===== src/sv/nsec3_pkg.sv =====
// ----------------------------------------------------------------------------
// nsec3_pkg
// Shared types, constants and helper functions for the NSEC3 hash core.
// ----------------------------------------------------------------------------
`default_nettype none

package nsec3_pkg;

    localparam int MAX_SALT_BYTES_DEF = 32;
    localparam int SALT_BYTES_STORED  = 32;
    localparam int DIGITS_OUT         = 32;
    localparam int ROUNDS             = 80;
    localparam int ADDR_W             = 6;

    localparam logic [7:0] ALG_SHA1 = 8'd1;

    localparam logic [2:0] REG_HASH_ALGORITHM  = 3'd0;
    localparam logic [2:0] REG_ITERATION_COUNT = 3'd1;
    localparam logic [2:0] REG_SALT_LENGTH     = 3'd2;
    localparam logic [2:0] REG_SALT_WORD_0     = 3'd3;
    localparam logic [2:0] REG_SALT_WORD_1     = 3'd4;
    localparam logic [2:0] REG_SALT_WORD_2     = 3'd5;
    localparam logic [2:0] REG_SALT_WORD_3     = 3'd6;

    localparam logic [31:0] IV0 = 32'h67452301;
    localparam logic [31:0] IV1 = 32'hEFCDAB89;
    localparam logic [31:0] IV2 = 32'h98BADCFE;
    localparam logic [31:0] IV3 = 32'h10325476;
    localparam logic [31:0] IV4 = 32'hC3D2E1F0;

    localparam logic [7:0] PAD_BYTE = 8'h80;

    typedef struct packed {
        logic [7:0] name_byte;
        logic       last_byte;
    } in_data_t;

    typedef struct packed {
        logic [6:0] hash_char;
        logic       last_char;
        logic       bad_algorithm;
    } out_data_t;

    typedef enum logic [3:0] {
        ST_IDLE,
        ST_SALT,
        ST_PAD,
        ST_ZERO,
        ST_LEN,
        ST_ROUND,
        ST_FOLD,
        ST_PASS_END,
        ST_DIGEST,
        ST_EMIT,
        ST_ERR
    } state_t;

    typedef enum logic [2:0] {
        SRC_NAME,
        SRC_SALT,
        SRC_PAD,
        SRC_ZERO,
        SRC_LEN,
        SRC_DIGEST
    } src_t;

    typedef struct packed {
        logic       wr;
        src_t       src;
        logic [5:0] cnt;
        logic       sha_start;
        logic       latch_len;
        logic       round_en;
        logic [6:0] round;
        logic       fold;
        logic       copy_digest;
        logic       load_char;
        logic       last_char;
        logic       load_err;
    } cmd_t;

    typedef struct packed {
        logic idx63;
        logic idx56;
        logic can_load;
    } status_t;

    function automatic logic [31:0] round_k(input logic [6:0] r);
        logic [31:0] k;
        if (r < 7'd20)
            k = 32'h5A827999;
        else if (r < 7'd40)
            k = 32'h6ED9EBA1;
        else if (r < 7'd60)
            k = 32'h8F1BBCDC;
        else
            k = 32'hCA62C1D6;
        return k;
    endfunction

    function automatic logic [6:0] b32_char(input logic [4:0] sym);
        logic [6:0] c;
        if (sym < 5'd10)
            c = 7'h30 + 7'(sym);
        else
            c = 7'd87 + 7'(sym);
        return c;
    endfunction

endpackage

`default_nettype wire


===== src/sv/nsec3_ctrl.sv =====
// ----------------------------------------------------------------------------
// nsec3_ctrl
// Sequencer: name intake, salt / padding / length feed, compression rounds,
// iteration passes and character emission.
// ----------------------------------------------------------------------------
`default_nettype none

module nsec3_ctrl #(
    parameter int MAX_SALT_BYTES = nsec3_pkg::MAX_SALT_BYTES_DEF
) (
    input  wire logic               clk,
    input  wire logic               rst_n,
    input  wire logic               in_valid,
    input  wire logic               in_last,
    output      logic               in_stall,
    input  wire logic [7:0]         hash_algorithm,
    input  wire logic [15:0]        iteration_count,
    input  wire logic [5:0]         salt_length,
    output      nsec3_pkg::cmd_t    cmd,
    input  wire nsec3_pkg::status_t sts
);

    nsec3_pkg::state_t state_reg, state_next, ret_reg, ret_next, after;
    logic [5:0]  cnt_reg, cnt_next;
    logic [15:0] pass_reg, pass_next;
    logic [6:0]  rnd_reg, rnd_next;
    logic [5:0]  nsalt;

    assign nsalt = (salt_length > 6'(MAX_SALT_BYTES)) ? 6'(MAX_SALT_BYTES) : salt_length;

    always_ff @(posedge clk or negedge rst_n)
    begin
        if (!rst_n)
        begin
            state_reg <= nsec3_pkg::ST_IDLE;
            ret_reg   <= nsec3_pkg::ST_IDLE;
            cnt_reg   <= '0;
            pass_reg  <= '0;
            rnd_reg   <= '0;
        end
        else
        begin
            state_reg <= state_next;
            ret_reg   <= ret_next;
            cnt_reg   <= cnt_next;
            pass_reg  <= pass_next;
            rnd_reg   <= rnd_next;
        end
    end

    always_comb
    begin
        after     = state_reg;
        ret_next  = ret_reg;
        cnt_next  = cnt_reg;
        pass_next = pass_reg;
        rnd_next  = rnd_reg;
        in_stall  = 1'b1;
        cmd       = '0;
        cmd.src   = nsec3_pkg::SRC_ZERO;
        cmd.cnt   = cnt_reg;
        cmd.round = rnd_reg;

        case (state_reg)
            nsec3_pkg::ST_IDLE:
            begin
                in_stall = 1'b0;
                cmd.src  = nsec3_pkg::SRC_NAME;
                if (in_valid)
                begin
                    cmd.wr = 1'b1;
                    if (in_last)
                    begin
                        if (hash_algorithm != nsec3_pkg::ALG_SHA1)
                            after = nsec3_pkg::ST_ERR;
                        else
                        begin
                            after     = nsec3_pkg::ST_SALT;
                            cnt_next  = '0;
                            pass_next = '0;
                        end
                    end
                end
            end
            nsec3_pkg::ST_SALT:
            begin
                cmd.src = nsec3_pkg::SRC_SALT;
                if (cnt_reg < nsalt)
                begin
                    cmd.wr   = 1'b1;
                    cnt_next = cnt_reg + 6'd1;
                end
                else
                begin
                    cmd.latch_len = 1'b1;
                    cnt_next      = '0;
                    after         = nsec3_pkg::ST_PAD;
                end
            end
            nsec3_pkg::ST_PAD:
            begin
                cmd.src = nsec3_pkg::SRC_PAD;
                cmd.wr  = 1'b1;
                after   = nsec3_pkg::ST_ZERO;
            end
            nsec3_pkg::ST_ZERO:
            begin
                if (!sts.idx56)
                    cmd.wr = 1'b1;
                else
                    after = nsec3_pkg::ST_LEN;
            end
            nsec3_pkg::ST_LEN:
            begin
                cmd.src  = nsec3_pkg::SRC_LEN;
                cmd.wr   = 1'b1;
                cnt_next = cnt_reg + 6'd1;
                if (cnt_reg == 6'd7)
                begin
                    cnt_next = '0;
                    after    = nsec3_pkg::ST_PASS_END;
                end
            end
            nsec3_pkg::ST_ROUND:
            begin
                cmd.round_en = 1'b1;
                rnd_next     = rnd_reg + 7'd1;
                if (rnd_reg == 7'(nsec3_pkg::ROUNDS - 1))
                begin
                    rnd_next = '0;
                    after    = nsec3_pkg::ST_FOLD;
                end
            end
            nsec3_pkg::ST_FOLD:
            begin
                cmd.fold = 1'b1;
                after    = ret_reg;
            end
            nsec3_pkg::ST_PASS_END:
            begin
                cmd.copy_digest = 1'b1;
                cmd.sha_start   = 1'b1;
                cnt_next        = '0;
                if (pass_reg < iteration_count)
                begin
                    pass_next = pass_reg + 16'd1;
                    after     = nsec3_pkg::ST_DIGEST;
                end
                else
                    after = nsec3_pkg::ST_EMIT;
            end
            nsec3_pkg::ST_DIGEST:
            begin
                cmd.src  = nsec3_pkg::SRC_DIGEST;
                cmd.wr   = 1'b1;
                cnt_next = cnt_reg + 6'd1;
                if (cnt_reg == 6'd19)
                begin
                    cnt_next = '0;
                    after    = nsec3_pkg::ST_SALT;
                end
            end
            nsec3_pkg::ST_EMIT:
            begin
                if (sts.can_load)
                begin
                    cmd.load_char = 1'b1;
                    cmd.last_char = (cnt_reg == 6'(nsec3_pkg::DIGITS_OUT - 1));
                    cnt_next      = cnt_reg + 6'd1;
                    if (cmd.last_char)
                    begin
                        cnt_next = '0;
                        after    = nsec3_pkg::ST_IDLE;
                    end
                end
            end
            nsec3_pkg::ST_ERR:
            begin
                if (sts.can_load)
                begin
                    cmd.load_err  = 1'b1;
                    cmd.sha_start = 1'b1;
                    after         = nsec3_pkg::ST_IDLE;
                end
            end
            default:
            begin
                after = nsec3_pkg::ST_IDLE;
            end
        endcase

        // a byte landing in the last slot of the block kicks off compression
        if (cmd.wr && sts.idx63 && after != nsec3_pkg::ST_ERR)
        begin
            state_next = nsec3_pkg::ST_ROUND;
            ret_next   = after;
        end
        else
            state_next = after;
    end

`ifndef ASSERT_OFF
    a_rnd_only_in_round: assert property (@(posedge clk) disable iff (!rst_n)
        (state_reg != nsec3_pkg::ST_ROUND) |-> (rnd_reg == 7'd0))
        else $error("round counter active outside compression");

    a_round_entry: assert property (@(posedge clk) disable iff (!rst_n)
        (state_reg != nsec3_pkg::ST_ROUND) ##1 (state_reg == nsec3_pkg::ST_ROUND)
        |-> $past(cmd.wr && sts.idx63))
        else $error("compression started without a full block");

    a_len_bound: assert property (@(posedge clk) disable iff (!rst_n)
        (state_reg == nsec3_pkg::ST_LEN) |-> (cnt_reg < 6'd8))
        else $error("length field overrun");

    a_pass_bound: assert property (@(posedge clk) disable iff (!rst_n)
        (state_reg == nsec3_pkg::ST_DIGEST) |-> (pass_reg != 16'd0))
        else $error("digest feed without an iteration pass");
`endif

endmodule

`default_nettype wire


===== src/sv/nsec3_dp.sv =====
// ----------------------------------------------------------------------------
// nsec3_dp
// SHA-1 datapath: block buffer with rolling schedule, round unit, chaining
// value, digest holding register and output register.
// ----------------------------------------------------------------------------
`default_nettype none

module nsec3_dp (
    input  wire logic                 clk,
    input  wire logic                 rst_n,
    input  wire nsec3_pkg::cmd_t      cmd,
    output      nsec3_pkg::status_t   sts,
    input  wire logic [7:0]           in_byte,
    input  wire logic [255:0]         salt_all,
    output      logic                 out_valid,
    input  wire logic                 out_stall,
    output      nsec3_pkg::out_data_t out_data
);

    logic [31:0]  w_reg [16];
    logic [31:0]  w_next [16];
    logic [31:0]  chain_reg [5];
    logic [31:0]  chain_next [5];
    logic [31:0]  vars_reg [5];
    logic [31:0]  vars_next [5];
    logic [60:0]  count_reg, count_next;
    logic [63:0]  len_reg, len_next;
    logic [159:0] digest_reg, digest_next;
    nsec3_pkg::out_data_t out_reg, out_next;
    logic         out_valid_reg, out_valid_next;

    logic [7:0]   byte_val;
    logic [31:0]  wt, f, t;
    logic [3:0]   widx;
    logic [1:0]   lane;

    assign widx = count_reg[5:2];
    assign lane = count_reg[1:0];

    assign sts.idx63    = (count_reg[5:0] == 6'd63);
    assign sts.idx56    = (count_reg[5:0] == 6'd56);
    assign sts.can_load = !out_valid_reg || !out_stall;

    assign out_valid = out_valid_reg;
    assign out_data  = out_reg;

    always_comb
    begin
        case (cmd.src)
            nsec3_pkg::SRC_NAME:   byte_val = in_byte;
            nsec3_pkg::SRC_SALT:   byte_val = (cmd.cnt < 6'(nsec3_pkg::SALT_BYTES_STORED))
                                            ? salt_all[{~cmd.cnt[4:0], 3'b000} +: 8] : 8'h00;
            nsec3_pkg::SRC_PAD:    byte_val = nsec3_pkg::PAD_BYTE;
            nsec3_pkg::SRC_LEN:    byte_val = len_reg[63:56];
            nsec3_pkg::SRC_DIGEST: byte_val = digest_reg[159:152];
            default:               byte_val = 8'h00;
        endcase
    end

    // round function
    always_comb
    begin
        if (cmd.round < 7'd16)
            wt = w_reg[0];
        else
        begin
            wt = w_reg[13] ^ w_reg[8] ^ w_reg[2] ^ w_reg[0];
            wt = {wt[30:0], wt[31]};
        end
        if (cmd.round < 7'd20)
            f = (vars_reg[1] & vars_reg[2]) | (~vars_reg[1] & vars_reg[3]);
        else if (cmd.round < 7'd40)
            f = vars_reg[1] ^ vars_reg[2] ^ vars_reg[3];
        else if (cmd.round < 7'd60)
            f = (vars_reg[1] & vars_reg[2]) | (vars_reg[1] & vars_reg[3])
              | (vars_reg[2] & vars_reg[3]);
        else
            f = vars_reg[1] ^ vars_reg[2] ^ vars_reg[3];
        t = {vars_reg[0][26:0], vars_reg[0][31:27]} + f + vars_reg[4]
          + nsec3_pkg::round_k(cmd.round) + wt;
    end

    always_comb
    begin
        w_next      = w_reg;
        chain_next  = chain_reg;
        vars_next   = vars_reg;
        count_next  = count_reg;
        len_next    = len_reg;
        digest_next = digest_reg;
        out_next    = out_reg;

        if (cmd.wr)
        begin
            w_next[widx][{~lane, 3'b000} +: 8] = byte_val;
            count_next = count_reg + 61'd1;
            if (sts.idx63)
                vars_next = chain_reg;
            if (cmd.src == nsec3_pkg::SRC_LEN)
                len_next = {len_reg[55:0], 8'h00};
            if (cmd.src == nsec3_pkg::SRC_DIGEST)
                digest_next = {digest_reg[151:0], 8'h00};
        end

        if (cmd.latch_len)
            len_next = {count_reg, 3'b000};

        if (cmd.round_en)
        begin
            for (int i = 0; i < 15; i++)
                w_next[i] = w_reg[i + 1];
            w_next[15]   = wt;
            vars_next[4] = vars_reg[3];
            vars_next[3] = vars_reg[2];
            vars_next[2] = {vars_reg[1][1:0], vars_reg[1][31:2]};
            vars_next[1] = vars_reg[0];
            vars_next[0] = t;
        end

        if (cmd.fold)
            for (int i = 0; i < 5; i++)
                chain_next[i] = chain_reg[i] + vars_reg[i];

        if (cmd.copy_digest)
            digest_next = {chain_reg[0], chain_reg[1], chain_reg[2], chain_reg[3], chain_reg[4]};

        if (cmd.sha_start)
        begin
            chain_next[0] = nsec3_pkg::IV0;
            chain_next[1] = nsec3_pkg::IV1;
            chain_next[2] = nsec3_pkg::IV2;
            chain_next[3] = nsec3_pkg::IV3;
            chain_next[4] = nsec3_pkg::IV4;
            count_next    = '0;
        end

        if (cmd.load_char)
        begin
            out_next.hash_char     = nsec3_pkg::b32_char(digest_reg[159:155]);
            out_next.last_char     = cmd.last_char;
            out_next.bad_algorithm = 1'b0;
            digest_next            = {digest_reg[154:0], 5'b00000};
        end
        else if (cmd.load_err)
        begin
            out_next.hash_char     = 7'd0;
            out_next.last_char     = 1'b1;
            out_next.bad_algorithm = 1'b1;
        end

        if (cmd.load_char || cmd.load_err)
            out_valid_next = 1'b1;
        else if (out_stall)
            out_valid_next = out_valid_reg;
        else
            out_valid_next = 1'b0;
    end

    always_ff @(posedge clk)
    begin
        w_reg      <= w_next;
        vars_reg   <= vars_next;
        len_reg    <= len_next;
        digest_reg <= digest_next;
        out_reg    <= out_next;
    end

    always_ff @(posedge clk or negedge rst_n)
    begin
        if (!rst_n)
        begin
            chain_reg[0]  <= nsec3_pkg::IV0;
            chain_reg[1]  <= nsec3_pkg::IV1;
            chain_reg[2]  <= nsec3_pkg::IV2;
            chain_reg[3]  <= nsec3_pkg::IV3;
            chain_reg[4]  <= nsec3_pkg::IV4;
            count_reg     <= '0;
            out_valid_reg <= 1'b0;
        end
        else
        begin
            chain_reg     <= chain_next;
            count_reg     <= count_next;
            out_valid_reg <= out_valid_next;
        end
    end

endmodule

`default_nettype wire


===== src/sv/nsec3_iterated_sha1_hash_core.sv =====
// ----------------------------------------------------------------------------
// nsec3_iterated_sha1_hash_core
// NSEC3 owner-name hash: iterated SHA-1 over name || salt, base32hex output.
// ----------------------------------------------------------------------------
// Name bytes are absorbed while the core is idle; input stalls while each filled
// 64-byte block is compressed in 80 rounds on the single shared round unit plus
// the fold (the round registers load in the cycle that writes the last byte).
// On the final byte the block appends the salt, padding and length, then runs
// iteration_count more passes over the digest, salt, padding and length, each
// block of which is compressed as above. The 32 characters
// then leave at one per cycle when the sink does not stall; the next name is
// accepted once the last character sits in the output register. Configure
// only while idle. Registers are 64-bit APB words at byte address 8*index.
// ----------------------------------------------------------------------------
`default_nettype none

module nsec3_iterated_sha1_hash_core #(
    parameter int MAX_SALT_BYTES = nsec3_pkg::MAX_SALT_BYTES_DEF
) (
    input  wire logic                        clk,
    input  wire logic                        rst_n,
    input  wire logic                        in_valid,
    output      logic                        in_stall,
    input  wire nsec3_pkg::in_data_t         in_data,
    output      logic                        out_valid,
    input  wire logic                        out_stall,
    output      nsec3_pkg::out_data_t        out_data,
    input  wire logic                        psel,
    input  wire logic                        penable,
    input  wire logic                        pwrite,
    input  wire logic [nsec3_pkg::ADDR_W-1:0] paddr,
    input  wire logic [63:0]                 pwdata,
    output      logic [63:0]                 prdata,
    output      logic                        pready
);

    logic [7:0]  alg_reg;
    logic [15:0] iter_reg;
    logic [5:0]  slen_reg;
    logic [63:0] salt0_reg, salt1_reg, salt2_reg, salt3_reg;
    logic [2:0]  reg_idx;
    logic        wr_en;

    nsec3_pkg::cmd_t    cmd;
    nsec3_pkg::status_t sts;

    assign pready  = 1'b1;
    assign reg_idx = paddr[5:3];
    assign wr_en   = psel && penable && pwrite;

    always_ff @(posedge clk or negedge rst_n)
    begin
        if (!rst_n)
        begin
            alg_reg   <= nsec3_pkg::ALG_SHA1;
            iter_reg  <= '0;
            slen_reg  <= '0;
            salt0_reg <= '0;
            salt1_reg <= '0;
            salt2_reg <= '0;
            salt3_reg <= '0;
        end
        else if (wr_en)
        begin
            case (reg_idx)
                nsec3_pkg::REG_HASH_ALGORITHM:  alg_reg   <= pwdata[7:0];
                nsec3_pkg::REG_ITERATION_COUNT: iter_reg  <= pwdata[15:0];
                nsec3_pkg::REG_SALT_LENGTH:     slen_reg  <= pwdata[5:0];
                nsec3_pkg::REG_SALT_WORD_0:     salt0_reg <= pwdata;
                nsec3_pkg::REG_SALT_WORD_1:     salt1_reg <= pwdata;
                nsec3_pkg::REG_SALT_WORD_2:     salt2_reg <= pwdata;
                nsec3_pkg::REG_SALT_WORD_3:     salt3_reg <= pwdata;
                default: ;
            endcase
        end
    end

    always_comb
    begin
        case (reg_idx)
            nsec3_pkg::REG_HASH_ALGORITHM:  prdata = {56'd0, alg_reg};
            nsec3_pkg::REG_ITERATION_COUNT: prdata = {48'd0, iter_reg};
            nsec3_pkg::REG_SALT_LENGTH:     prdata = {58'd0, slen_reg};
            nsec3_pkg::REG_SALT_WORD_0:     prdata = salt0_reg;
            nsec3_pkg::REG_SALT_WORD_1:     prdata = salt1_reg;
            nsec3_pkg::REG_SALT_WORD_2:     prdata = salt2_reg;
            nsec3_pkg::REG_SALT_WORD_3:     prdata = salt3_reg;
            default:                        prdata = '0;
        endcase
    end

    nsec3_ctrl #(
        .MAX_SALT_BYTES(MAX_SALT_BYTES)
    ) u_ctrl (
        .clk             (clk),
        .rst_n           (rst_n),
        .in_valid        (in_valid),
        .in_last         (in_data.last_byte),
        .in_stall        (in_stall),
        .hash_algorithm  (alg_reg),
        .iteration_count (iter_reg),
        .salt_length     (slen_reg),
        .cmd             (cmd),
        .sts             (sts)
    );

    nsec3_dp u_dp (
        .clk       (clk),
        .rst_n     (rst_n),
        .cmd       (cmd),
        .sts       (sts),
        .in_byte   (in_data.name_byte),
        .salt_all  ({salt0_reg, salt1_reg, salt2_reg, salt3_reg}),
        .out_valid (out_valid),
        .out_stall (out_stall),
        .out_data  (out_data)
    );

endmodule

`default_nettype wire


===== config.mk =====
export PLATFORM = sky130hd
export DESIGN_NAME = nsec3_iterated_sha1_hash_core
export DESIGN_NICKNAME = d
export VERILOG_FILES = /design/src/sv/nsec3_pkg.sv /design/src/sv/nsec3_ctrl.sv /design/src/sv/nsec3_dp.sv /design/src/sv/nsec3_iterated_sha1_hash_core.sv
export SDC_FILE = /design/constraint.sdc
export NUM_CORES = 2
export LEC_CHECK = 0
export BUFFER_PORTS_ARGS = -buffer_cell sky130_fd_sc_hd__buf_2
export CAP_MARGIN = 20
export CORE_AREA = 2 2 393 395
export CTS_CLUSTER_DIAMETER = 200
export DETAILED_ROUTE_END_ITERATION = 10
export DIE_AREA = 0 0 395 397
export PLACE_DENSITY = 0.7
export SETUP_SLACK_MARGIN = 0.15
export SYNTH_ARGS = -nofsm -noshare
export SYNTH_HDL_FRONTEND = slang
export SYNTH_SLANG_ARGS = --single-unit

===== constraint.sdc =====
create_clock -name clk -period 14.13 [get_ports clk]
set_clock_uncertainty 0.15 [all_clocks]
set_input_delay 4.239 -clock clk [delete_from_list [all_inputs] [get_ports clk]]
set_output_delay 4.239 -clock clk [all_outputs]
set_load 0.02 [all_outputs]

==> metrics.md <==
| Metric | Value |
|---|---|
| DR vias/cell | `6.149` |
| Critical Path End Type | `primary output` |
| Layout cells sized above 1 | `14.38%` |
| Startpoint class of the critical path | `primary input` |
| Run status | `complete, no violations` |
| Total number of vias | `58.43k` |
| Nets | `7,772` |
| Fmax | `0.08836 GHz` |
| Worst-case clock buffer depth | `3` |
| CTS resizes | `0` |
| Final Non-Filler Cells | `9,502` |
| Pwr Density | `150.1 nW/µm²` |
| First-pass GRT wire length | `346,900 µm` |
| Worst-path cell chain | `buf_2 -> clkinv_1 -> nor2_4 -> buf_4 -> a22o_1 -> a221o_1 -> buf_2` |
| TritonCTS clock tree | `yes` |
| Global placement routability congestion | `0.9629` |
| Flop-to-flop setup slack | `7070 ps` |
| Commonest non-fill, non-tap cells in the layout | `1,303 x nand2_1, 896 x edfxtp_1, 519 x o21ai_0` |
| Max Cap Viol | `0` |
| Delay of the slowest cell on the worst path | `550 ps` |
| Post-synthesis register bit count | `1,447` |
| Worst Tran Pin Value | `1280 ps` |
| Inst Count DP | `9,162` |
| CP max FO | `32` |
| Hold Crit Start | `u_dp.out_data[0]$_SDFFE_PP0P_` |
| Sink Count | `1,447` |
| Std-Cell Rows | `144` |
| Sequential area share after synthesis | `51.74%` |
| Sw Ratio | `33.31%` |
| Yosys Warn Count | `0` |
| Post-synth EDFFs | `896` |
| Synth Flop Type | `edfxtp_1` |
| GRT Total Usage | `28.90%` |
| DR iter-0 viols | `6,783` |
| Post-Syn Instances | `7,275` |
| Seq pwr share | `42.4%` |
| Reg-to-reg startpoint | `u_ctrl.rnd_reg[4]$_DFFE_PN0P_` |
| Worst hold path class | `reg -> reg` |
| Initial antenna violation count | `23` |
| Count of distinct cell types in the synthesized netlist | `95` |
| Vias in the first global route | `56.40k` |
| Final WL | `230,800 µm` |
| Seq. cell area | `40,770 µm²` |
| Placeable Area | `153,000 µm²` |
| Die footprint | `156,800 µm²` |
| Number of I/O pins | `162` |
| Syn Area/Cell | `10.83 µm²` |
| Required time of the worst setup path | `9740 ps` |
| HPWL Detailed | `160,000 µm` |
| Fill count | `12.77k` |
| Net Sw Power | `4.339 mW` |
| Grt total ovfl | `0` |
| Drc violations | `0` |
| Setup Viol. Count Final | `0` |
| Die height | `397 µm` |
| Area of the multi-input gates | `35,760 µm²` |
| Port bufs | `157` |
| Starting Density | `51.50%` |
| Root Driver | `clkbuf_16` |
| P&R area growth vs syn | `10.15%` |
| Clock transition at path regs | `50 ps` |
| RSZ-0062 raised after global routing | `false` |
| Synth async-reset ratio | `37.66%` |
| ANT nets after route | `0` |
| Slew Viols, Final | `0` |
| CP max-delay cell | `nor2_4` |
| Reg2Reg Capture Point | `u_dp.vars_reg[156]$_DFFE_PP_` |
| Post-Synthesis Cell Area | `78,780 µm²` |
| Die Width | `395 µm` |
| WL per Instance | `24.29 µm` |
| Arr. time, crit path | `6930 ps` |
| IR drop worst, VDD | `0.0001063 V` |
| Worst Hold End | `u_dp.out_data[0]$_SDFFE_PP0P_` |
| Setup Crit Path Kind | `in -> out` |
| Comb power frac | `26.0%` |
| R2R cell count | `23` |
| Skew-Pair Late Insertion Delay | `830 ps` |
| Most frequent CP cell | `buf_2` |
| Final worst path period share | `80.09%` |
| Most common cell after layout, fill and taps aside | `nand2_1` |
| Int Power | `8.688 mW` |
| Post-CTS Hold Buffers | `0` |
| Fin. Hold Viols | `0` |
| Max reg flops | `512` |
| Post CTS Setup Buffer Count | `0` |
| Slew margin rel. | `14.36%` |
| 1st-pass router iterations | `7` |
| Final TNS setup | `0 ps` |
| Syn_nets | `7,733` |
| CTS Buf Count | `158` |
| Part of the power in the clock network | `31.6%` |
| CTS H-tree lvls | `4` |
| Pleak | `33.41 nW` |
| Worst Hold Depth | `2` |
| Final min period | `11,320 ps` |
| Largest net degree at the start of global routing | `258` |
==> cells in the mapped netlist (192+ instances only) <==
master / count / share of area [%]
mux2_2: 342 / 4.9
nand2_1: 1307 / 6.2
o21ai_0: 520 / 3.3
ha_1: 248 / 3.9
edfxtp_1: 896 / 34
nor2_1: 321 / 1.5
a21oi_1: 264 / 1.7
inv_1: 235 / 1.1
o21ai_1: 489 / 3.1
xnor2_1: 192 / 2.1
clkbuf_1: 309 / 1.5
dfrtp_1: 464 / 15
==> layout make-up <==
cell class,instances,share of cell area [%]
diodes,10,0.02884
clock buffers,209,4.976
clock inverters,85,0.9790
inverters,237,1.040
multi-input cells,5204,41.21
flip-flops and latches,1447,46.98
well taps,2044,2.947
repair buffers,266,1.840
==> through the flow <==
step / total power, mW / instance area [µm²] / setup WS (ps) / util, % / hold WS (ps)
2_1_floorplan: 7.809 / 78780 / 1355 / - / 296.5
3_3_place_gp: 8.795 / 81350 / 2875 / 53.18 / 317.7
3_5_place_dp: 8.879 / 81390 / 2899 / 53.21 / 323.5
4_1_cts: 12.99 / 86560 / 2888 / 56.59 / 336.6
5_1_grt: 13.59 / 86760 / 2670 / 56.72 / 360.4
6_report: 13.03 / 86780 / 2813 / 56.73 / 333.6
==> layer usage <==
metal  wire, µm  GRT usage, %  up-vias
li1           -             -    26342
met1      93650         38.88    28795
met2     104300         44.98     2691
met3      21780         6.668      573
met4      10830         12.62       26
met5        224        0.2421        -
==> power groups by stage <==
stage | Combinational, mW | Sequential (mW) | Clock [mW]
detailed placement | 3.29 | 5.58 | 0
floorplan | 2.51 | 5.30 | 0
global route | 3.69 | 5.56 | 4.33
global placement | 3.22 | 5.57 | 0
CTS | 3.32 | 5.51 | 4.17
finish | 3.39 | 5.53 | 4.12
==> worst max-delay path: cells and delay by family <==
family | cells | cell delay (ps)
AND/OR/NAND/NOR | 1 | 550
buffers and inverters | 4 | 1710
AO/OA/AOI/OAI | 2 | 380
==> worst max path at each step <==
stage                        start  cells after the start  slack [ps]                          to
after global placement    paddr[4]                      7        2870                  prdata[18]
after CTS                 paddr[4]                      7        2890                  prdata[18]
after floorplan           in_valid                      5        1360  u_dp.vars_reg[0]$_DFFE_PP_
after detailed placement  paddr[4]                      7        2900                  prdata[18]
final                     paddr[4]                      7        2810                  prdata[18]
after global routing      paddr[4]                      7        2670                  prdata[18]
==> kinds of logic (layout without fill, tap and decap cells) <==
group	count (synthesis)	in the layout	synth area share, %
xor+xnor	321	321	3.569
flops	1447	1447	51.74
other cells	1	11	0.004760
fa+ha+maj	372	372	7.089
mux	613	613	9.649
buf+inv	624	797	3.054
simple gates	2094	2094	11.24
compound gates	1803	1803	13.65
No activity file was read; power rests on OpenSTA's default activity.
